==> src/jpeg_marker_stream_sniffer_macros.svh <==
// ----------------------------------------------------------------------------
// JPEG marker stream sniffer assertion macros
// Shared concurrent assertion forms used at the end of the top level.
// ----------------------------------------------------------------------------
`ifndef JPEG_MARKER_STREAM_SNIFFER_MACROS_SVH
`define JPEG_MARKER_STREAM_SNIFFER_MACROS_SVH

// same-cycle implication
`define JMSS_ASSERT_SAME(label, clk, rst, ante, cons) \
   label: assert property (@(posedge clk) disable iff (rst) (ante) |-> (cons)) \
      else $error("jmss: same-cycle check failed");

// next-cycle implication
`define JMSS_ASSERT_NEXT(label, clk, rst, ante, cons) \
   label: assert property (@(posedge clk) disable iff (rst) (ante) |=> (cons)) \
      else $error("jmss: next-cycle check failed");

`endif

==> src/jmss_pkg.sv <==
`timescale 1ns / 1ps
// ----------------------------------------------------------------------------
// JPEG marker stream sniffer package
// Parse phases, marker codes, register indexes and the verdict record.
// ----------------------------------------------------------------------------
package jmss_pkg;

   typedef enum logic [2:0] {
      PH_FIRST,
      PH_SECOND,
      PH_MARK,
      PH_CODE,
      PH_LEN_HI,
      PH_LEN_LO,
      PH_BODY,
      PH_REJECT
   } phase_type;

   localparam logic [7:0] MARKER_FILL = 8'hFF;
   localparam logic [7:0] MARKER_SOI  = 8'hD8;
   localparam logic [7:0] MARKER_DHT  = 8'hC4;
   localparam logic [7:0] MARKER_DAC  = 8'hCC;
   localparam logic [7:0] MARKER_DQT  = 8'hDB;
   localparam logic [7:0] MARKER_DRI  = 8'hDD;
   localparam logic [7:0] MARKER_COM  = 8'hFE;
   localparam logic [7:0] MARKER_APP0 = 8'hE0;
   localparam logic [7:0] MARKER_APP1 = 8'hE1;
   localparam logic [7:0] MARKER_APPF = 8'hEF;
   localparam logic [7:0] MARKER_JPG  = 8'hC8;

   localparam logic [1:0] CONF_POSSIBLE = 2'd0;
   localparam logic [1:0] CONF_LIKELY   = 2'd1;
   localparam logic [1:0] CONF_MAX      = 2'd2;

   localparam logic [15:0] MIN_SEG_LEN = 16'd2;
   localparam logic [15:0] MIN_SOF_LEN = 16'd10;
   localparam logic [15:0] MIN_APP_LEN = 16'd6;

   localparam logic [1:0] CSR_SCAN_LIMIT       = 2'd0;
   localparam logic [1:0] CSR_MARKER_THRESHOLD = 2'd1;

   localparam logic [23:0] SCAN_LIMIT_RESET = 24'd204800;
   localparam logic [7:0]  THRESHOLD_RESET  = 8'd5;

   typedef struct packed {
      logic [3:0]  frame_kind;
      logic [15:0] image_height;
      logic [15:0] image_width;
      logic        frame_found;
      logic [1:0]  confidence;
      logic        detected;
   } verdict_type;

   function automatic logic is_sof(input logic [7:0] m);
      return (m[7:4] == 4'hC) && (m != MARKER_DHT) && (m != MARKER_JPG)
             && (m != MARKER_DAC);
   endfunction

   function automatic logic is_counted(input logic [7:0] m);
      logic hit;
      case (m) inside
         MARKER_DHT, MARKER_DAC, MARKER_DQT, MARKER_DRI, MARKER_COM: hit = 1'b1;
         [MARKER_APP0:MARKER_APPF]:                                  hit = 1'b1;
         default:                                                    hit = 1'b0;
      endcase
      return hit;
   endfunction

   // "JFIF" for APP0, "Exif" for APP1
   function automatic logic [7:0] sig_byte(input logic exif, input logic [1:0] idx);
      logic [7:0] b;
      case ({exif, idx})
         3'b000:  b = 8'h4A;
         3'b001:  b = 8'h46;
         3'b010:  b = 8'h49;
         3'b011:  b = 8'h46;
         3'b100:  b = 8'h45;
         3'b101:  b = 8'h78;
         3'b110:  b = 8'h69;
         default: b = 8'h66;
      endcase
      return b;
   endfunction

endpackage

==> src/jmss_parser.sv <==
`timescale 1ns / 1ps
// ----------------------------------------------------------------------------
// JPEG marker stream sniffer parse stage
// Per-file parse state; advances one byte per step and forms the verdict.
// ----------------------------------------------------------------------------
module jmss_parser #(
   parameter int OFFSET_BITS = 24
) (
   input  logic                  clock,
   input  logic                  reset,
   input  logic                  step,
   input  logic [7:0]            data_byte,
   input  logic                  last,
   input  logic [23:0]           scan_limit,
   input  logic [7:0]            count_threshold,
   output jmss_pkg::verdict_type verdict
);

   localparam int CMP_W = (OFFSET_BITS > 24) ? OFFSET_BITS : 24;
   localparam logic [OFFSET_BITS-1:0] OFFSET_MAX = '1;

   jmss_pkg::phase_type    phase_ff, phase_in;
   logic [OFFSET_BITS-1:0] offset_ff, offset_in;
   logic [15:0]            rem_ff, rem_in;
   logic [15:0]            len_ff, len_in;
   logic [7:0]             marker_ff, marker_in;
   logic [7:0]             count_ff, count_in;
   logic [1:0]             conf_ff, conf_in;
   logic                   sig_ok_ff, sig_ok_in;
   logic [15:0]            height_ff, height_in;
   logic [15:0]            width_ff, width_in;
   logic [3:0]             ftype_ff, ftype_in;
   logic                   fvalid_ff, fvalid_in;
   logic                   stopped_ff, stopped_in;

   logic             past_limit;
   logic             do_finish;
   logic [15:0]      pos;
   logic [15:0]      rem_dec;
   logic [15:0]      len_cat;
   logic [1:0]       sig_idx;
   logic             is_app01;
   logic             det;
   logic             fv;

   assign past_limit = CMP_W'(offset_ff) >= CMP_W'(scan_limit);
   assign pos        = len_ff - rem_ff;
   assign rem_dec    = rem_ff - 16'd1;
   assign len_cat    = {len_ff[15:8], data_byte};
   assign sig_idx    = pos[1:0] - 2'd2;
   assign is_app01   = (marker_ff == jmss_pkg::MARKER_APP0)
                       || (marker_ff == jmss_pkg::MARKER_APP1);

   always_comb begin
      phase_in   = phase_ff;
      rem_in     = rem_ff;
      len_in     = len_ff;
      marker_in  = marker_ff;
      count_in   = count_ff;
      conf_in    = conf_ff;
      sig_ok_in  = sig_ok_ff;
      height_in  = height_ff;
      width_in   = width_ff;
      ftype_in   = ftype_ff;
      fvalid_in  = fvalid_ff;
      stopped_in = stopped_ff;
      do_finish  = 1'b0;
      offset_in  = (offset_ff != OFFSET_MAX) ? offset_ff + OFFSET_BITS'(1) : offset_ff;

      if (!stopped_ff) begin
         unique case (phase_ff)
            jmss_pkg::PH_FIRST: begin
               if (data_byte == jmss_pkg::MARKER_FILL) begin
                  phase_in = jmss_pkg::PH_SECOND;
               end else begin
                  phase_in   = jmss_pkg::PH_REJECT;
                  stopped_in = 1'b1;
               end
            end
            jmss_pkg::PH_SECOND: begin
               if (data_byte == jmss_pkg::MARKER_SOI) begin
                  count_in = 8'd1;
                  phase_in = jmss_pkg::PH_MARK;
               end else begin
                  phase_in   = jmss_pkg::PH_REJECT;
                  stopped_in = 1'b1;
               end
            end
            jmss_pkg::PH_MARK: begin
               if (past_limit || data_byte != jmss_pkg::MARKER_FILL) begin
                  stopped_in = 1'b1;
               end else begin
                  phase_in = jmss_pkg::PH_CODE;
               end
            end
            jmss_pkg::PH_CODE: begin
               // a repeated FF is fill and restarts the marker at this offset
               if (data_byte == jmss_pkg::MARKER_FILL) begin
                  if (past_limit) begin
                     stopped_in = 1'b1;
                  end
               end else begin
                  marker_in = data_byte;
                  phase_in  = jmss_pkg::PH_LEN_HI;
               end
            end
            jmss_pkg::PH_LEN_HI: begin
               len_in   = {data_byte, 8'h00};
               phase_in = jmss_pkg::PH_LEN_LO;
            end
            jmss_pkg::PH_LEN_LO: begin
               len_in = len_cat;
               if (len_cat < jmss_pkg::MIN_SEG_LEN) begin
                  stopped_in = 1'b1;
               end else if (jmss_pkg::is_sof(marker_ff)
                            && len_cat < jmss_pkg::MIN_SOF_LEN) begin
                  stopped_in = 1'b1;
               end else if (!jmss_pkg::is_sof(marker_ff)
                            && !jmss_pkg::is_counted(marker_ff)) begin
                  stopped_in = 1'b1;
               end else begin
                  if (jmss_pkg::is_sof(marker_ff)) begin
                     height_in = '0;
                     width_in  = '0;
                  end
                  sig_ok_in = 1'b1;
                  rem_in    = len_cat - jmss_pkg::MIN_SEG_LEN;
                  if (rem_in == '0) begin
                     do_finish = 1'b1;
                  end else begin
                     phase_in = jmss_pkg::PH_BODY;
                  end
               end
            end
            jmss_pkg::PH_BODY: begin
               if (is_app01) begin
                  if (pos >= 16'd2 && pos < 16'd6
                      && data_byte != jmss_pkg::sig_byte(marker_ff[0], sig_idx)) begin
                     sig_ok_in = 1'b0;
                  end
               end else if (jmss_pkg::is_sof(marker_ff)) begin
                  case (pos)
                     16'd3:   height_in = {data_byte, 8'h00};
                     16'd4:   height_in = {height_ff[15:8], data_byte};
                     16'd5:   width_in  = {data_byte, 8'h00};
                     16'd6:   width_in  = {width_ff[15:8], data_byte};
                     default: ;
                  endcase
               end
               rem_in = rem_dec;
               if (rem_dec == '0) begin
                  do_finish = 1'b1;
               end
            end
            jmss_pkg::PH_REJECT: stopped_in = 1'b1;
            default:             stopped_in = 1'b1;
         endcase

         // segment complete: frame header ends parsing, anything else is counted
         if (do_finish) begin
            if (jmss_pkg::is_sof(marker_ff)) begin
               stopped_in = 1'b1;
               if (height_ff != '0 && width_ff != '0) begin
                  fvalid_in = 1'b1;
                  ftype_in  = marker_ff[3:0];
                  conf_in   = (count_ff >= count_threshold || conf_ff == jmss_pkg::CONF_MAX)
                              ? jmss_pkg::CONF_MAX : jmss_pkg::CONF_LIKELY;
               end
            end else begin
               if (is_app01 && len_in >= jmss_pkg::MIN_APP_LEN && sig_ok_in) begin
                  conf_in = jmss_pkg::CONF_MAX;
               end
               if (count_ff != 8'hFF) begin
                  count_in = count_ff + 8'd1;
               end
               phase_in = jmss_pkg::PH_MARK;
            end
         end
      end
   end

   assign det = (phase_in != jmss_pkg::PH_FIRST) && (phase_in != jmss_pkg::PH_SECOND)
                && (phase_in != jmss_pkg::PH_REJECT);
   assign fv  = det && fvalid_in;

   always_comb begin
      verdict.detected     = det;
      verdict.confidence   = det ? conf_in : jmss_pkg::CONF_POSSIBLE;
      verdict.frame_found  = fv;
      verdict.image_width  = fv ? width_in : '0;
      verdict.image_height = fv ? height_in : '0;
      verdict.frame_kind   = fv ? ftype_in : '0;
   end

   // the verdict byte also returns everything to the start-of-file state
   always_ff @(posedge clock) begin
      if (reset || (step && last)) begin
         phase_ff   <= jmss_pkg::PH_FIRST;
         offset_ff  <= '0;
         rem_ff     <= '0;
         len_ff     <= '0;
         marker_ff  <= '0;
         count_ff   <= '0;
         conf_ff    <= jmss_pkg::CONF_POSSIBLE;
         sig_ok_ff  <= 1'b0;
         height_ff  <= '0;
         width_ff   <= '0;
         ftype_ff   <= '0;
         fvalid_ff  <= 1'b0;
         stopped_ff <= 1'b0;
      end else if (step) begin
         phase_ff   <= phase_in;
         offset_ff  <= offset_in;
         rem_ff     <= rem_in;
         len_ff     <= len_in;
         marker_ff  <= marker_in;
         count_ff   <= count_in;
         conf_ff    <= conf_in;
         sig_ok_ff  <= sig_ok_in;
         height_ff  <= height_in;
         width_ff   <= width_in;
         ftype_ff   <= ftype_in;
         fvalid_ff  <= fvalid_in;
         stopped_ff <= stopped_in;
      end
   end

endmodule

==> src/jpeg_marker_stream_sniffer.sv <==
`timescale 1ns / 1ps
// Verdict path: the final byte sits in the input register and its verdict loads the
//   result register on rsp once any previous verdict there has been taken.
// Throughput: one byte per cycle; only a final byte waits, while the previous
//   verdict is still held on rsp.
// Reset: synchronous, clears parse state and both valid flags and
//   restores scan_limit to 204800 and marker_count_threshold to 5.
// ----------------------------------------------------------------------------
// JPEG marker stream sniffer
// Walks JPEG marker segments of a byte stream and reports one verdict per file.
// ----------------------------------------------------------------------------
`include "jpeg_marker_stream_sniffer_macros.svh"

module jpeg_marker_stream_sniffer #(
   parameter int OFFSET_BITS = 24
) (
   input  logic        clock,
   input  logic        reset,
   input  logic        req_tvalid,
   output logic        req_tready,
   input  logic [7:0]  req_tdata,   // [7:0] data_byte
   input  logic        req_tlast,   // end_of_data
   output logic        rsp_tvalid,
   input  logic        rsp_tready,
   output logic [39:0] rsp_tdata,   // detected, confidence[1:0], frame_found,
                                    // image_width[15:0], image_height[15:0],
                                    // frame_kind[3:0]
   input  logic        csr_we,
   input  logic [1:0]  csr_addr,
   input  logic [23:0] csr_wdata
);

   logic        in_valid_ff, in_valid_in;
   logic [7:0]  in_byte_ff;
   logic        in_last_ff;
   logic        rsp_valid_ff, rsp_valid_in;
   jmss_pkg::verdict_type rsp_data_ff;
   jmss_pkg::verdict_type verdict;
   logic [23:0] scan_limit_ff;
   logic [7:0]  threshold_ff;
   logic        move;
   logic        step;

   // a non-final byte never needs the result register
   assign move       = !in_last_ff || !rsp_valid_ff || rsp_tready;
   assign step       = in_valid_ff && move;
   assign req_tready = !in_valid_ff || move;

   assign in_valid_in  = (req_tvalid && req_tready) || (in_valid_ff && !move);
   assign rsp_valid_in = (step && in_last_ff) || (rsp_valid_ff && !rsp_tready);

   always_ff @(posedge clock) begin
      if (reset) begin
         in_valid_ff  <= 1'b0;
         rsp_valid_ff <= 1'b0;
      end else begin
         in_valid_ff  <= in_valid_in;
         rsp_valid_ff <= rsp_valid_in;
      end
   end

   always_ff @(posedge clock) begin
      if (req_tvalid && req_tready) begin
         in_byte_ff <= req_tdata;
         in_last_ff <= req_tlast;
      end
      if (step && in_last_ff) begin
         rsp_data_ff <= verdict;
      end
   end

   always_ff @(posedge clock) begin
      if (reset) begin
         scan_limit_ff <= jmss_pkg::SCAN_LIMIT_RESET;
         threshold_ff  <= jmss_pkg::THRESHOLD_RESET;
      end else if (csr_we) begin
         unique case (csr_addr)
            jmss_pkg::CSR_SCAN_LIMIT:       scan_limit_ff <= csr_wdata;
            jmss_pkg::CSR_MARKER_THRESHOLD: threshold_ff  <= csr_wdata[7:0];
            default: ;
         endcase
      end
   end

   jmss_parser #(
      .OFFSET_BITS(OFFSET_BITS)
   ) u_parser (
      .clock           (clock),
      .reset           (reset),
      .step            (step),
      .data_byte       (in_byte_ff),
      .last            (in_last_ff),
      .scan_limit      (scan_limit_ff),
      .count_threshold (threshold_ff),
      .verdict         (verdict)
   );

   assign rsp_tvalid = rsp_valid_ff;
   assign rsp_tdata  = rsp_data_ff;

   `JMSS_ASSERT_SAME(a_undetected_clear, clock, reset, rsp_tvalid && !rsp_data_ff.detected, rsp_data_ff.confidence == jmss_pkg::CONF_POSSIBLE && !rsp_data_ff.frame_found)
   `JMSS_ASSERT_SAME(a_frame_dims, clock, reset, rsp_tvalid && rsp_data_ff.frame_found, rsp_data_ff.image_width != '0 && rsp_data_ff.image_height != '0 && rsp_data_ff.detected)
   `JMSS_ASSERT_SAME(a_conf_range, clock, reset, rsp_tvalid, rsp_data_ff.confidence != 2'd3)
   `JMSS_ASSERT_NEXT(a_result_from_last, clock, reset, !rsp_valid_ff && !(step && in_last_ff), !rsp_valid_ff)

endmodule

==> config.mk <==
export PLATFORM = sky130hd
export DESIGN_NAME = jpeg_marker_stream_sniffer
export DESIGN_NICKNAME = d
export VERILOG_FILES = /design/src/jmss_pkg.sv /design/src/jmss_parser.sv /design/src/jpeg_marker_stream_sniffer.sv
export VERILOG_INCLUDE_DIRS = /design/src /design/src/src
export SDC_FILE = /design/constraint.sdc
export NUM_CORES = 1
export LEC_CHECK = 0
export BUFFER_PORTS_ARGS = -buffer_cell sky130_fd_sc_hd__buf_4
export CORE_UTILIZATION = 30
export DETAILED_ROUTE_END_ITERATION = 8
export PLACE_DENSITY = 0.53
export SLEW_MARGIN = 10
export SYNTH_ARGS = -nofsm -noshare
export SYNTH_HDL_FRONTEND = slang
export SYNTH_SLANG_ARGS = --single-unit
==> constraint.sdc <==
create_clock -name clock -period 3.8 [get_ports clock]
set_input_delay 0.19 -clock clock [delete_from_list [all_inputs] [get_ports clock]]
set_output_delay 0.19 -clock clock [all_outputs]
set_load 0.01 [all_outputs]
Word level (Yosys, flattened, before mapping)
Index checks and enable logic that the tools add are counted.
{"block": "word_totals", "ff_bits": 199, "latch_bits": 0, "ramBits": 0, "mem_bits_ro": 0, "input_bits": 40, "output_inout_bits": 42, "word_cells": 226, "n_memories": 0}
{"block": "classes", "addsub": 6, "multipliers": 0, "div": 0, "n_lt_le_gt_ge": 9, "n_eq_ne": 41, "n_shift": 0, "muxes": 91, "bitwise": 2, "reduce_logical": 52}
{"operator": "two-way mux 16 bit", "n": 18}
{"operator": "one-hot mux 16 bit (2 select lines)", "n": 6}
{"operator": "equality test 8 bit (second input constant)", "n": 9}
{"operator": "two-way mux 8 bit", "n": 8}
{"operator": "equality test 16 x 3 -> 1 bit (second input constant)", "n": 3}
{"operator": "inequality test 8 bit (second input constant)", "n": 5}
{"operator": "one-hot mux 6 bit (6 select lines)", "n": 1}
{"operator": "two-way mux 1 bit", "n": 33}
{"operator": "two-way mux 3 bit", "n": 11}
{"operator": "logical NOT 16 bit", "n": 2}
{"operator": "nonzero test 16 bit", "n": 2}
{"operator": "adder 24 x 1 -> 24 bit (second input constant)", "n": 1}
{"operator": ">= comparator 24 bit", "n": 1}
{"operator": "inequality test 24 bit (second input constant)", "n": 1}
{"operator": "equality test 3 bit (second input constant)", "n": 7}
{"operator": "logical AND 1 bit", "n": 19}
{"operator": "one-hot mux 3 bit (6 select lines)", "n": 1}
{"operator": "equality test 16 x 2 -> 1 bit (second input constant)", "n": 1}
{"operator": ">= comparator 16 x 2 -> 1 bit (second input constant)", "n": 1}
{"operator": ">= comparator 16 x 3 -> 1 bit (second input constant)", "n": 1}
{"operator": "less-than comparator 16 x 2 -> 1 bit (second input constant)", "n": 1}
{"operator": "less-than comparator 16 x 3 -> 1 bit (second input constant)", "n": 1}
{"operator": "less-than comparator 16 x 4 -> 1 bit (second input constant)", "n": 1}
{"operator": "two-way mux 4 bit", "n": 4}
{"operator": "other kinds (32)", "n": 63}

Depth between registers and ports, before layout
Gate-level depths: netlist of the first run.
{"block": "depth", "depth_word": 22, "ltp_mapped": 15, "ltp_nobuf": 13}

Modules after synthesis
From an unflattened synthesis of the first run, not the netlist that was laid out.
{"block": "hier_totals", "hier_cells": 1453, "area_unflattened_um2": 12146.6}
{"mod": "jmss_parser", "instances": 1, "cells_per_inst": 1258, "area_per_inst_um2": 9180.1, "seq_area_each_um2": 2322.2}
{"mod": "jpeg_marker_stream_sniffer", "instances": 1, "cells_per_inst": 195, "area_per_inst_um2": 2966.6, "seq_area_each_um2": 2152.1}

Worst setup path after synthesis of the first run
OpenSTA, ideal clock, no wires.
{"block": "synth_timing", "kind": "register to register", "from": "register in_byte_ff[1]", "to": "register rsp_data_ff (netlist bit rsp_tdata[12]), data pin", "setup_ns": 0.257, "arrival_ns": 3.156, "required_ns": 3.543, "setup_slack_ns": 0.387, "stages_incl_launch_ff": 15, "period_less_slack_ns": 3.413, "path_cell_list": "edfxtp_1 -> clkbuf_1 -> buf_1 -> inv_1 -> ha_1 -> o21bai_1 -> and3_1 -> o32a_1 -> a221o_1 -> a211o_1 -> o31ai_1 -> mux2i_2 -> o21ai_4 -> buf_4 -> nor2_1"}
{"block": "synth_between", "elab_chain_len": 14, "elab_cells_between_ends": 39, "classes_between": "add/sub: 1; order compare: 2; eq/ne: 5; mux: 24; reduce/logical: 7"}
{"item": "start, declared", "line": "jpeg_marker_stream_sniffer.sv:34", "rtl": "logic [7:0] in_byte_ff;"}
{"item": "start signal, assigned", "line": "jpeg_marker_stream_sniffer.sv:64", "rtl": "in_byte_ff <= req_tdata;"}
{"item": "subtractor 16 x 2 -> 16 bit", "line": "jmss_parser.sv:127", "rtl": "rem_in = len_cat - jmss_pkg::MIN_SEG_LEN;"}
{"item": "logical NOT 16 bit", "line": "jmss_parser.sv:128", "rtl": "if (rem_in == '0) begin"}
{"item": "two-way mux 3 bit / two-way mux 1 bit (equally long branches)", "line": "jmss_parser.sv:128"}
{"item": "two-way mux 3 bit / two-way mux 1 bit (equally long branches)", "line": "jmss_parser.sv:118", "rtl": "end else if (!jmss_pkg::is_sof(marker_ff)"}
{"item": "two-way mux 3 bit / two-way mux 1 bit (equally long branches)", "line": "jmss_parser.sv:115", "rtl": "end else if (jmss_pkg::is_sof(marker_ff)"}
{"item": "two-way mux 3 bit / two-way mux 1 bit (equally long branches)", "line": "jmss_parser.sv:113", "rtl": "if (len_cat < jmss_pkg::MIN_SEG_LEN) begin"}
{"item": "one-hot mux 3 bit (6 select lines) / one-hot mux 1 bit (2 select lines) (equally long branches)", "line": "jmss_parser.sv:71", "rtl": "unique case (phase_ff)"}
{"item": "two-way mux 3 bit / two-way mux 1 bit (equally long branches)", "line": "jmss_parser.sv:161, jmss_parser.sv:70"}
{"item": "two-way mux 3 bit *", "line": "jmss_parser.sv:160", "rtl": "if (do_finish) begin"}
{"item": "two-way mux 3 bit *", "line": "jmss_parser.sv:70", "rtl": "if (!stopped_ff) begin"}
{"item": "inequality test 3 x 1 -> 1 bit / nonzero test 3 bit (equally long branches)", "line": "jmss_parser.sv:182", "rtl": "assign det = (phase_in != jmss_pkg::PH_FIRST) && (phase_in != jmss_pkg::PH_SECOND)"}
{"item": "logical AND 1 bit", "line": "jmss_parser.sv:182"}
{"item": "logical AND 1 bit *", "line": "jmss_parser.sv:183", "rtl": "&& (phase_in != jmss_pkg::PH_REJECT);"}
{"item": "named net u_parser.det", "line": "jmss_parser.sv:43", "rtl": "logic det;"}
{"item": "logical AND 1 bit *", "line": "jmss_parser.sv:184", "rtl": "assign fv = det && fvalid_in;"}
{"item": "end signal, assigned", "line": "jpeg_marker_stream_sniffer.sv:68", "rtl": "rsp_data_ff <= verdict;"}
{"item": "end, declared", "line": "jpeg_marker_stream_sniffer.sv:37", "rtl": "jmss_pkg::verdict_type rsp_data_ff;"}
Mark *: on every way through the listed nets, which the timed path passes. The rest lies on a longest branch. The select of a mux whose other input is x is not followed.
A chain may end at the register's enable or synchronous reset.

Worst setup path after layout of the first run
{"block": "layout_timing", "from": "register u_parser.len_ff[0]", "to": "register u_parser.height_ff[9]"}
{"block": "layout_between", "elab_chain_len": 7, "elab_cells_between_ends": 8, "classes_between": "add/sub: 1; eq/ne: 2; mux: 5"}
{"item": "start, declared", "line": "jmss_parser.sv:25", "rtl": "logic [15:0] len_ff, len_in;"}
{"item": "start signal, assigned", "line": "jmss_parser.sv:215", "rtl": "len_ff <= len_in;"}
{"item": "subtractor 16 bit *", "line": "jmss_parser.sv:47", "rtl": "assign pos = len_ff - rem_ff;"}
{"item": "equality test 16 x 3 -> 1 bit / equality test 16 x 2 -> 1 bit (equally long branches)", "line": "jmss_parser.sv:142", "rtl": "case (pos)"}
{"item": "one-hot mux 16 bit (2 select lines) *", "line": "jmss_parser.sv:142"}
{"item": "two-way mux 16 bit *", "line": "jmss_parser.sv:141", "rtl": "end else if (jmss_pkg::is_sof(marker_ff)) begin"}
{"item": "two-way mux 16 bit *", "line": "jmss_parser.sv:136", "rtl": "if (is_app01) begin"}
{"item": "one-hot mux 16 bit (2 select lines) *", "line": "jmss_parser.sv:71"}
{"item": "two-way mux 16 bit *", "line": "jmss_parser.sv:70"}
{"item": "end signal, assigned", "line": "jmss_parser.sv:220", "rtl": "height_ff <= height_in;"}
{"item": "end, declared", "line": "jmss_parser.sv:30", "rtl": "logic [15:0] height_ff, height_in;"}
Mark *: on every way between the ends. The rest lies on a longest branch, timed or not.

==> impl_metrics.csv, run 1 <==
group,metric,value,unit
layout,stdcell_count,2006,
die,die-area,38900,um^2
layout,fin_nets,1575,
power,cellPowerDensity,317,nW/um^2
global_route,gr-usage-all-layers,17.4,%
yosys,synth_edf_count,49,
sta,hold_viol,0,
yosys,synthesis.area,11400,um^2
worst_setup_path,worst_path_dominant_cell_family,"simple AND/OR/NAND/NOR gates",
sta,maxSlewHeadroom,27.3,%
placement,placed_cell_area,12800,um^2
sta,finalMaxSlewViolations,0,
global_route,grt-ovfl-total,0,
routing,ant_nets,0,
sta,fin_ws,0.185,ns
sta,fmax,277,MHz
worst_setup_path,start_kind,"register",
layout,layout-drive-gt1-share,13.9,%
worst_setup_path,cp_slowest_cell,"fa_1",
worst_setup_path,critPathMaxStageDelay,0.44,ns
status,status,"finished clean",
global_route,grt_max_degree,72,
clocking,numCtsBuffers,17,
power,power_leakage,5.12,nW
die,coreArea,37600,um^2
layout,layout_commonest_cell,"nor2_1",
routing,drt_first_pass_iters,5,
job,drv_cap,0,
layout,fin_area,13700,um^2
routing,routedWlPerCell,16.7,um
layout,multi_input_area,6510,um^2
placement,pre_cts_ws,0.0589,ns
routing,via_count,10400,
clocking,clock-sinks,199,
layout,num_antenna_cells,0,
layout,seq_area,4480,um^2
clocking,clk_pin_slew,0.07,ns
routing,first_iter_violations,688,
global_route,grt_pass1_vias,9982,
worst_setup_path,crit_path_end_kind,"register",
sta,period_minus_slack,3.62,ns
worst_setup_path,crit_chain,"inv_1 -> ha_1 -> fa_1 -> nand2b_4 -> a211oi_2 -> or2_1 -> o21ai_0 -> a2111oi_2 -> and4bb_2 -> and4_2 -> buf_4 -> nand2b_1 -> a21oi_4 -> a22o_1",
yosys,syn_avg_cell_area,8.37,um^2
sta,fin_crit_sh,95.1,%
worst_setup_path,crit_type,"reg2reg",
clocking,cts_buffer_depth,2,
sta,fin_skew,0.0127,ns
die,initial_utilization,30.5,%
routing,via_per_inst,5.18,
sta,tns,0,ns
layout,fill_cells,3871,
worst_setup_path,worstPathRequired,4.13,ns
yosys,syn_nets,1461,
clocking,cts_root_buffer,"clkbuf_16",
yosys,syn_inst,1368,
clocking,worstSkewPairLatency,0.44,ns
die,die_h,197,um
power,totalPowerFinal,4.34,mW
placement,gp_congestion,0.867,
hold_path,hold_path.class,"in2reg",
placement,placed_cells,1941,
sta,final-setup-viol-count,0,
sta,worstMarginPinSlew,1.08,ns
layout,area_growth,19.7,%
yosys,ys_types,91,
yosys,ys_ff_latch,199,
die,num_io_pins,82,
yosys,postSynth.asyncResetShare,0,%
placement,numPortBuffers,81,
layout,fin_util,36.5,%
yosys,yosysSeqAreaShare,39.1,%
yosys,synth_ff_type,"dfxtp_1",
clocking,cts_tree,"done",
placement,dp_hpwl,24700,um
global_route,antenna_found_initial,0,
global_route,grt_pass1_wl,53700,um
layout,final_cell_mix,"167 x nor2_1, 149 x dfxtp_1, 135 x nand2_1",
sta,holdWs,0.0297,ns
worst_setup_path,cp.arrival,3.94,ns
worst_setup_path,crit_fanout,10,
die,std_cell_rows,71,
clocking,htree_levels,4,
worst_setup_path,critPathBufInv,2,
power,ir_worst_vdd,343,uV
die,die_x,197,um
yosys,yosysWarnings,0,
routing,drc_errors,0,
routing,drt-total-wl,33400,um
[worst register-to-register path, stage by stage (launching register included)]
cell	delay, ns
dfxtp_1	0.35
inv_1	0.05
ha_1	0.22
fa_1	0.44
nand2b_4	0.19
a211oi_2	0.27
or2_1	0.16
o21ai_0	0.10
a2111oi_2	0.35
and4bb_2	0.38
and4_2	0.30
buf_4	0.18
nand2b_1	0.16
a21oi_4	0.10
a22o_1	0.25
[final timing paths]
kind         slack [ns]                from  cells past startpoint               endpoint
min reg2reg        0.46   scan_limit_ff[19]                      2      scan_limit_ff[19]
max                0.18  u_parser.len_ff[0]                     14  u_parser.height_ff[9]
min                0.03          req_tvalid                      3            in_valid_ff
max reg2reg        0.18  u_parser.len_ff[0]                     14  u_parser.height_ff[9]
[kinds of logic (layout without fill, tap and decap cells)]
kind of cell,after synthesis,in the layout,share of synthesized area [%]
AND/OR/NAND/NOR,546,546,23.8
AO/OA/AOI/OAI,361,361,20.5
flip-flops,199,199,39.1
buffers and inverters,133,260,4.63
adder cells (fa/ha/maj),53,53,5.86
XOR/XNOR,50,50,3.83
multiplexers,26,26,2.33
[repair_timing]
action / CTS / global route
gates resized for setup: 1 / 12
hold endpoints to repair: 37 / 0
pin swaps: 0 / 3
gates cloned: 0 / 0
setup endpoints to repair: 1 / 66
setup buffers: 0 / 2
hold buffers: 31 / 0
[per-layer routing]
metal / track usage, % / vias up / part of all wire (%)
li1: - / 5158 / -
met1: 22.8 / 4906 / 47
met2: 29.0 / 291 / 47
met3: 3.02 / 41 / 4.7
met4: 5.14 / 0 / 1.6
met5: 0 / - / 0
[power by group]
group	internal, mW	leakage, nW	switching (mW)
Clock	0.836	0.248	0.840
Combinational	0.181	3.13	0.271
Sequential	2.19	1.74	0.0250
Total	3.21	5.12	1.14
[area by class of cell]
cell class | count | share of cell area [%]
multi-input combinational | 1036 | 47.5
tap | 511 | 4.67
clock inverter | 12 | 0.594
sequential | 199 | 32.7
clock buffer | 20 | 3.19
inverter | 65 | 1.78
timing repair buffer | 163 | 9.59
[state kept, by name, indices dropped and copies added, names as in the netlist, 16 cells and up]
signal and flops:
rsp_tdata 40, scan_limit_ff 24, u_parser.offset_ff 24, u_parser.height_ff 16
u_parser.len_ff 16, u_parser.rem_ff 16, u_parser.width_ff 16
[cell usage after synthesis (13+ instances only)]
library cell  count  share of area, %
a22oi_1          34               2.2
ha_1             52               5.7
nor3_1           41               1.8
or3_1            14              0.76
nor4_1           19               1.0
nand4_1          17              0.93
edfxtp_1         49                13
mux2i_1          23               2.0
o2bb2ai_1        13              0.99
xor2_1           31               2.4
inv_1            65               2.1
o21ai_0          83               3.6
dfxtp_1         150                26
nand2_1         135               4.4
nand2b_1         20               1.1
a22o_1           13              0.99
nor2_1          168               5.5
and3_1           23               1.3
nor2b_1          13              0.71
a21oi_1         110               4.8
xnor2_1          19               1.5
clkbuf_1         52               1.7
nand3_1          27               1.2
Power figures use the tool's default switching activity.
==> run 2: changes to the inputs <==
--- a/config.mk
+++ b/config.mk
@@ -11,2 +11,3 @@
 export DETAILED_ROUTE_END_ITERATION = 8
+export MAX_ROUTING_LAYER = met4
 export PLACE_DENSITY = 0.53
--- a/constraint.sdc
+++ b/constraint.sdc
@@ -3,2 +3,2 @@
 set_output_delay 0.19 -clock clock [all_outputs]
-set_load 0.01 [all_outputs]
+set_load 0.05 [all_outputs]
==> run 2 against run 1 <==
Net effect:
- first-iteration DRC count up 16%
- combinational power increased by 3%
- utilization rose by 0.26 points
- hold slack worse by 0.011 ns
- global-route usage increased by 0.74 points
- total power rose by 3.2%
- flip-flop and latch count did not move
- sequential share of layout area is 0.23 points lower
- non-clock buffer count grew 8
- critical path depth stayed put
- fmax increased by 0.59%
- clock-buffer cell count grew 2
==> impl_metrics.csv, run 2 (same netlist as run 1, synthesis figures left out) <==
group,metric,value,unit
power,internal_power,3.33,mW
sta,fin_crit_sh,94.6,%
layout,largest_reg_flops,40,
clocking,clock-sinks,199,
layout,area_growth,20.5,%
die,std_cell_rows,71,
sta,fmax,278,MHz
die,die-area,38900,um^2
routing,via_count,10400,
sta,hold_viol,0,
routing,ant_nets,0,
placement,dp_hpwl,24900,um
status,status,"finished clean",
sta,final-setup-viol-count,0,
sta,tns,0,ns
die,num_io_pins,82,
power,power_leakage,5.18,nW
power,ir_worst_vdd,403,uV
global_route,grt_max_degree,78,
clocking,clk_pin_slew,0.07,ns
worst_setup_path,cp.arrival,3.93,ns
sta,period_minus_slack,3.59,ns
layout,fin_util,36.7,%
global_route,grt-ovfl-total,0,
routing,first_iter_violations,795,
die,die_h,197,um
layout,layout-drive-gt1-share,14.2,%
layout,final_cell_mix,"167 x nor2_1, 149 x dfxtp_1, 138 x buf_4",
worst_setup_path,start_kind,"register",
power,cellPowerDensity,325,nW/um^2
global_route,gr-usage-all-layers,18.1,%
sta,maxSlewHeadroom,30.6,%
die,die_x,197,um
clocking,htree_levels,4,
power,p_clk_share,40.2,%
global_route,antenna_found_initial,0,
routing,drt_first_pass_iters,6,
hold_path,hold_path.class,"in2reg",
global_route,grt_pass1_wl,53900,um
layout,fin_nets,1584,
routing,routedWlPerCell,16.8,um
clocking,worstSkewPairLatency,0.45,ns
placement,placed_cells,1948,
layout,num_antenna_cells,0,
clocking,numCtsBuffers,17,
worst_setup_path,crit_path_end_kind,"register",
routing,drt-total-wl,33900,um
worst_setup_path,worstPathRequired,4.14,ns
sta,fin_ws,0.206,ns
power,p_comb_share,10.4,%
clocking,cts_root_buffer,"clkbuf_16",
global_route,grt_pass1_vias,9913,
power,net-switching-power,1.15,mW
routing,drc_errors,0,
power,pwr-share-seq,49.5,%
routing,via_per_inst,5.16,
placement,pre_cts_ws,0.0573,ns
sta,worstMarginPinSlew,1.04,ns
layout,stdcell_count,2015,
placement,numPortBuffers,81,
sta,holdWs,0.0183,ns
clocking,cts_tree,"done",
worst_setup_path,crit_fanout,10,
layout,seq_area,4480,um^2
placement,gp_congestion,0.899,
job,drv_cap,0,
die,coreArea,37600,um^2
sta,fin_skew,0.0166,ns
die,initial_utilization,30.5,%
layout,multi_input_area,6490,um^2
power,sw_frac_of_total,25.7,%
worst_setup_path,crit_type,"reg2reg",
sta,finalMaxSlewViolations,0,
clocking,cts_buffer_depth,2,
layout,layout_commonest_cell,"nor2_1",
layout,fill_cells,3865,
==> run 2: final timing paths <==
check | startpoint | cells past startpoint | slack (ns) | to
setup / recovery | u_parser.len_ff[0] | 14 | 0.21 | u_parser.height_ff[11]
setup reg to reg | u_parser.len_ff[0] | 14 | 0.21 | u_parser.height_ff[11]
hold / removal | req_tvalid | 3 | 0.02 | in_valid_ff
hold reg to reg | scan_limit_ff[9] | 2 | 0.46 | scan_limit_ff[9]
==> run 2: stage by stage <==
stage	total power, mW	instance area (um^2)
3_3_place_gp	2.69	12900
2_1_floorplan	2.54	11400
6_report	4.48	13800
5_1_grt	4.65	13800
3_5_place_dp	2.69	12900
4_1_cts	4.51	13700
==> run 2: layout make-up <==
cell class / count / area share (%)
timing repair buffer: 171 / 9.97
clock inverter: 10 / 0.689
tap: 511 / 4.63
multi-input combinational: 1037 / 47.1
clock buffer: 22 / 3.44
inverter: 65 / 1.77
sequential: 199 / 32.4
==> run 2: critical path: stages (launching register included) <==
cell       delay, ns
dfxtp_1         0.33
inv_1           0.05
ha_1            0.21
fa_1            0.43
nand2b_1        0.23
a211oi_2        0.28
or2_1           0.15
o21ai_0         0.11
a2111oi_2       0.37
and4bb_2        0.39
and4_4          0.27
buf_4           0.17
nand2b_1        0.13
a21oi_2         0.11
a22o_1          0.25
==> run 2: layer usage <==
metal | GRT usage (%) | vias up | wire length (um) | share of wire [%]
met4 | 5.08 | 0 | 494 | 1.5
met2 | 29.2 | 286 | 15900 | 47
met5 | - | - | 0 | 0
met3 | 3.12 | 34 | 1620 | 4.8
met1 | 23.2 | 4895 | 15900 | 47
li1 | - | 5178 | - | -
==> run 2: power groups by stage <==
stage	clock network [mW]	registers, mW	logic [mW]
5_1_grt	1.92	2.22	0.507
4_1_cts	1.84	2.22	0.454
3_3_place_gp	0	2.26	0.421
2_1_floorplan	0	2.27	0.270
6_report	1.80	2.22	0.464
3_5_place_dp	0	2.27	0.426
==> run 2: repair_timing <==
action | 4_1_cts | 5_1_grt
setup buffers | 0 | 2
endpoints found under the hold margin | 39 | 0
resized for setup | 0 | 9
hold buffers | 32 | 0
endpoints found under the setup margin | 0 | 61
==> run 3: changes to the inputs <==
- CORE_UTILIZATION: 30 -> 60
- GPL_ROUTABILITY_DRIVEN: unset -> 0
- PLACE_DENSITY: 0.53 -> 0.87
==> run 3 against run 2 <==
Net effect:
- non-clock buffer count is 12 lower
- register-to-register slack worse by 0.07 ns
- final cell count is 14% lower
- total power is 3.7% higher
- first-iteration DRC count is 51% higher
- clock power is 9% higher
- die area is 50% lower
- sequential power hardly changed
- clock-buffer cell count is 5 lower
- flip-flop and latch count stayed put
- cell area is 2.2% lower
- clock skew is 0.00065 ns lower
- critical path type unchanged
- critical endpoint is now u_parser.height_ff[15]
==> impl_metrics.csv, run 3 (same netlist as run 1, synthesis figures left out) <==
group,metric,value,unit
clocking,clock-sinks,199,
layout,area_growth,17.8,%
clocking,worstSkewPairLatency,0.46,ns
global_route,antenna_found_initial,1,
worst_setup_path,crit_path_start,"u_parser.len_ff[0]",
layout,fin_nets,1572,
global_route,gr-usage-all-layers,34.1,%
sta,fin_skew,0.0160,ns
die,die_h,140,um
die,std_cell_rows,50,
job,drv_cap,0,
die,die_x,140,um
routing,via_per_inst,6.41,
global_route,grt-ovfl-total,0,
placement,placed_cells,1659,
layout,final_cell_mix,"167 x nor2_1, 145 x dfxtp_1, 135 x nand2_1",
routing,via_count,11100,
worst_setup_path,r2r_end,"u_parser.height_ff[15]",
worst_setup_path,worstPathRequired,4.15,ns
sta,finalMaxSlewViolations,0,
routing,ant_nets,0,
layout,stdcell_count,1727,
die,initial_utilization,61.2,%
die,coreArea,18700,um^2
worst_setup_path,critPathMaxStageDelay,0.48,ns
die,num_io_pins,82,
worst_setup_path,start_kind,"register",
clocking,cts_buffer_depth,2,
power,cellPowerDensity,345,nW/um^2
worst_setup_path,crit_chain,"inv_1 -> ha_1 -> fa_1 -> nand2b_1 -> a21oi_2 -> xor2_1 -> or4_1 -> a21oi_1 -> and4bb_2 -> and4_2 -> buf_4 -> nand2b_1 -> a21oi_2 -> a22o_1",
worst_setup_path,ff2ff_setup_slack,0.14,ns
sta,tns,0,ns
routing,first_iter_violations,1198,
sta,fin_crit_sh,96.3,%
sta,worstMarginPinSlew,1.17,ns
layout,layout_commonest_cell,"nor2_1",
clocking,clk_pin_slew,0.09,ns
sta,hold_viol,0,
worst_setup_path,crit_type,"reg2reg",
global_route,grt_pass1_vias,10500,
global_route,grt_max_degree,43,
sta,rsz0062_at_grt,"no",
layout,largest_reg_flops,40,
worst_setup_path,crit_path_end_kind,"register",
worst_setup_path,crit_fanout,10,
routing,routedWlPerCell,18.9,um
sta,holdWs,0.0174,ns
worst_setup_path,r2r_cells,14,
placement,placed_cell_area,12400,um^2
layout,layout-drive-gt1-share,14.3,%
worst_setup_path,cp.depth,14,
routing,drt-total-wl,32600,um
worst_setup_path,crit_path_end,"u_parser.height_ff[15]",
placement,dp_hpwl,21900,um
global_route,grt_pass1_wl,51900,um
placement,numPortBuffers,81,
status,status,"finished clean",
worst_setup_path,worst_path_dominant_cell_family,"simple AND/OR/NAND/NOR gates",
clocking,htree_levels,4,
worst_setup_path,cp.arrival,4.01,ns
worst_setup_path,critPathBufInv,2,
clocking,cts_tree,"done",
sta,fmax,273,MHz
sta,final-setup-viol-count,0,
routing,drt_first_pass_iters,9,
routing,drc_errors,0,
power,power_leakage,5.18,nW
hold_path,hold_path.class,"in2reg",
clocking,numCtsBuffers,17,
power,ir_worst_vdd,351,uV
die,die-area,19600,um^2
worst_setup_path,reg2reg_from,"u_parser.len_ff[0]",
clocking,cts_root_buffer,"clkbuf_16",
layout,fin_area,13500,um^2
sta,period_minus_slack,3.66,ns
worst_setup_path,cp_slowest_cell,"or4_1",
sta,maxSlewHeadroom,22.1,%
==> run 3: cell type report <==
type                            instances  area [um^2]
Antenna cell                            1         2.50
Inverter                               65          244
Clock inverter                         15          224
Multi-Input combinational cell       1037         6530
Timing Repair Buffer                  159         1290
Clock buffer                           17          425
Fill cell                            1305         5220
Tap cell                              234          293
Sequential cell                       199         4480
==> run 3: worst min path at each step <==
stage / to / cells past startpoint / start / slack, ns
final: scan_limit_ff[6] / 3 / csr_wdata[6] / 0.02
after global routing: scan_limit_ff[6] / 3 / csr_wdata[6] / 0.02
after CTS: scan_limit_ff[6] / 3 / csr_wdata[6] / 0.001
after detailed placement: in_byte_ff[1] / 1 / req_tdata[1] / 0.37
after global placement: in_last_ff / 1 / req_tlast / 0.37
after floorplan: in_byte_ff[0] / 0 / req_tdata[0] / 0.29
==> run 3: metrics by stage <==
step | util, % | power, mW | setup WS (ns)
2_1_floorplan | - | 2.54 | 0.387
3_3_place_gp | 66.4 | 2.67 | 0.143
3_5_place_dp | 66.4 | 2.68 | -0.0368
4_1_cts | 71.6 | 4.61 | 0.0395
5_1_grt | 72.1 | 4.75 | 0.00925
6_report | 72.1 | 4.65 | 0.141
==> run 3: power breakdown <==
part | internal [mW] | switching (mW) | total (mW)
combinational | 0.178 | 0.293 | 0.472
sequential | 2.19 | 0.0264 | 2.22
clock | 0.934 | 1.02 | 1.96
total | 3.30 | 1.34 | 4.65
==> run 3: worst reg2reg max path: stages, from the launching register on <==
cell and delay, ns:
dfxtp_1 0.34, inv_1 0.05, ha_1 0.22, fa_1 0.44, nand2b_1 0.24, a21oi_2 0.19
xor2_1 0.08, or4_1 0.48, a21oi_1 0.19, and4bb_2 0.37, and4_2 0.30, buf_4 0.18
nand2b_1 0.14, a21oi_2 0.11, a22o_1 0.24
==> run 3: metal layers <==
metal | GRT usage (%) | share of wire [%] | up-vias
met5 | - | 0 | -
met4 | 14.5 | 3.3 | 0
met3 | 6.29 | 8.8 | 115
met2 | 58.0 | 49 | 639
met1 | 39.5 | 39 | 5154
li1 | - | - | 5161
==> run 3: repair_timing <==
action / CTS / global route
cloned: 0 / 1
buffers inserted: 0 / 1
pin swaps: 0 / 7
hold endpoints to repair: 38 / 0
gates resized for setup: 2 / 18
hold buffers: 33 / 0
endpoints found under the setup margin: 7 / 67
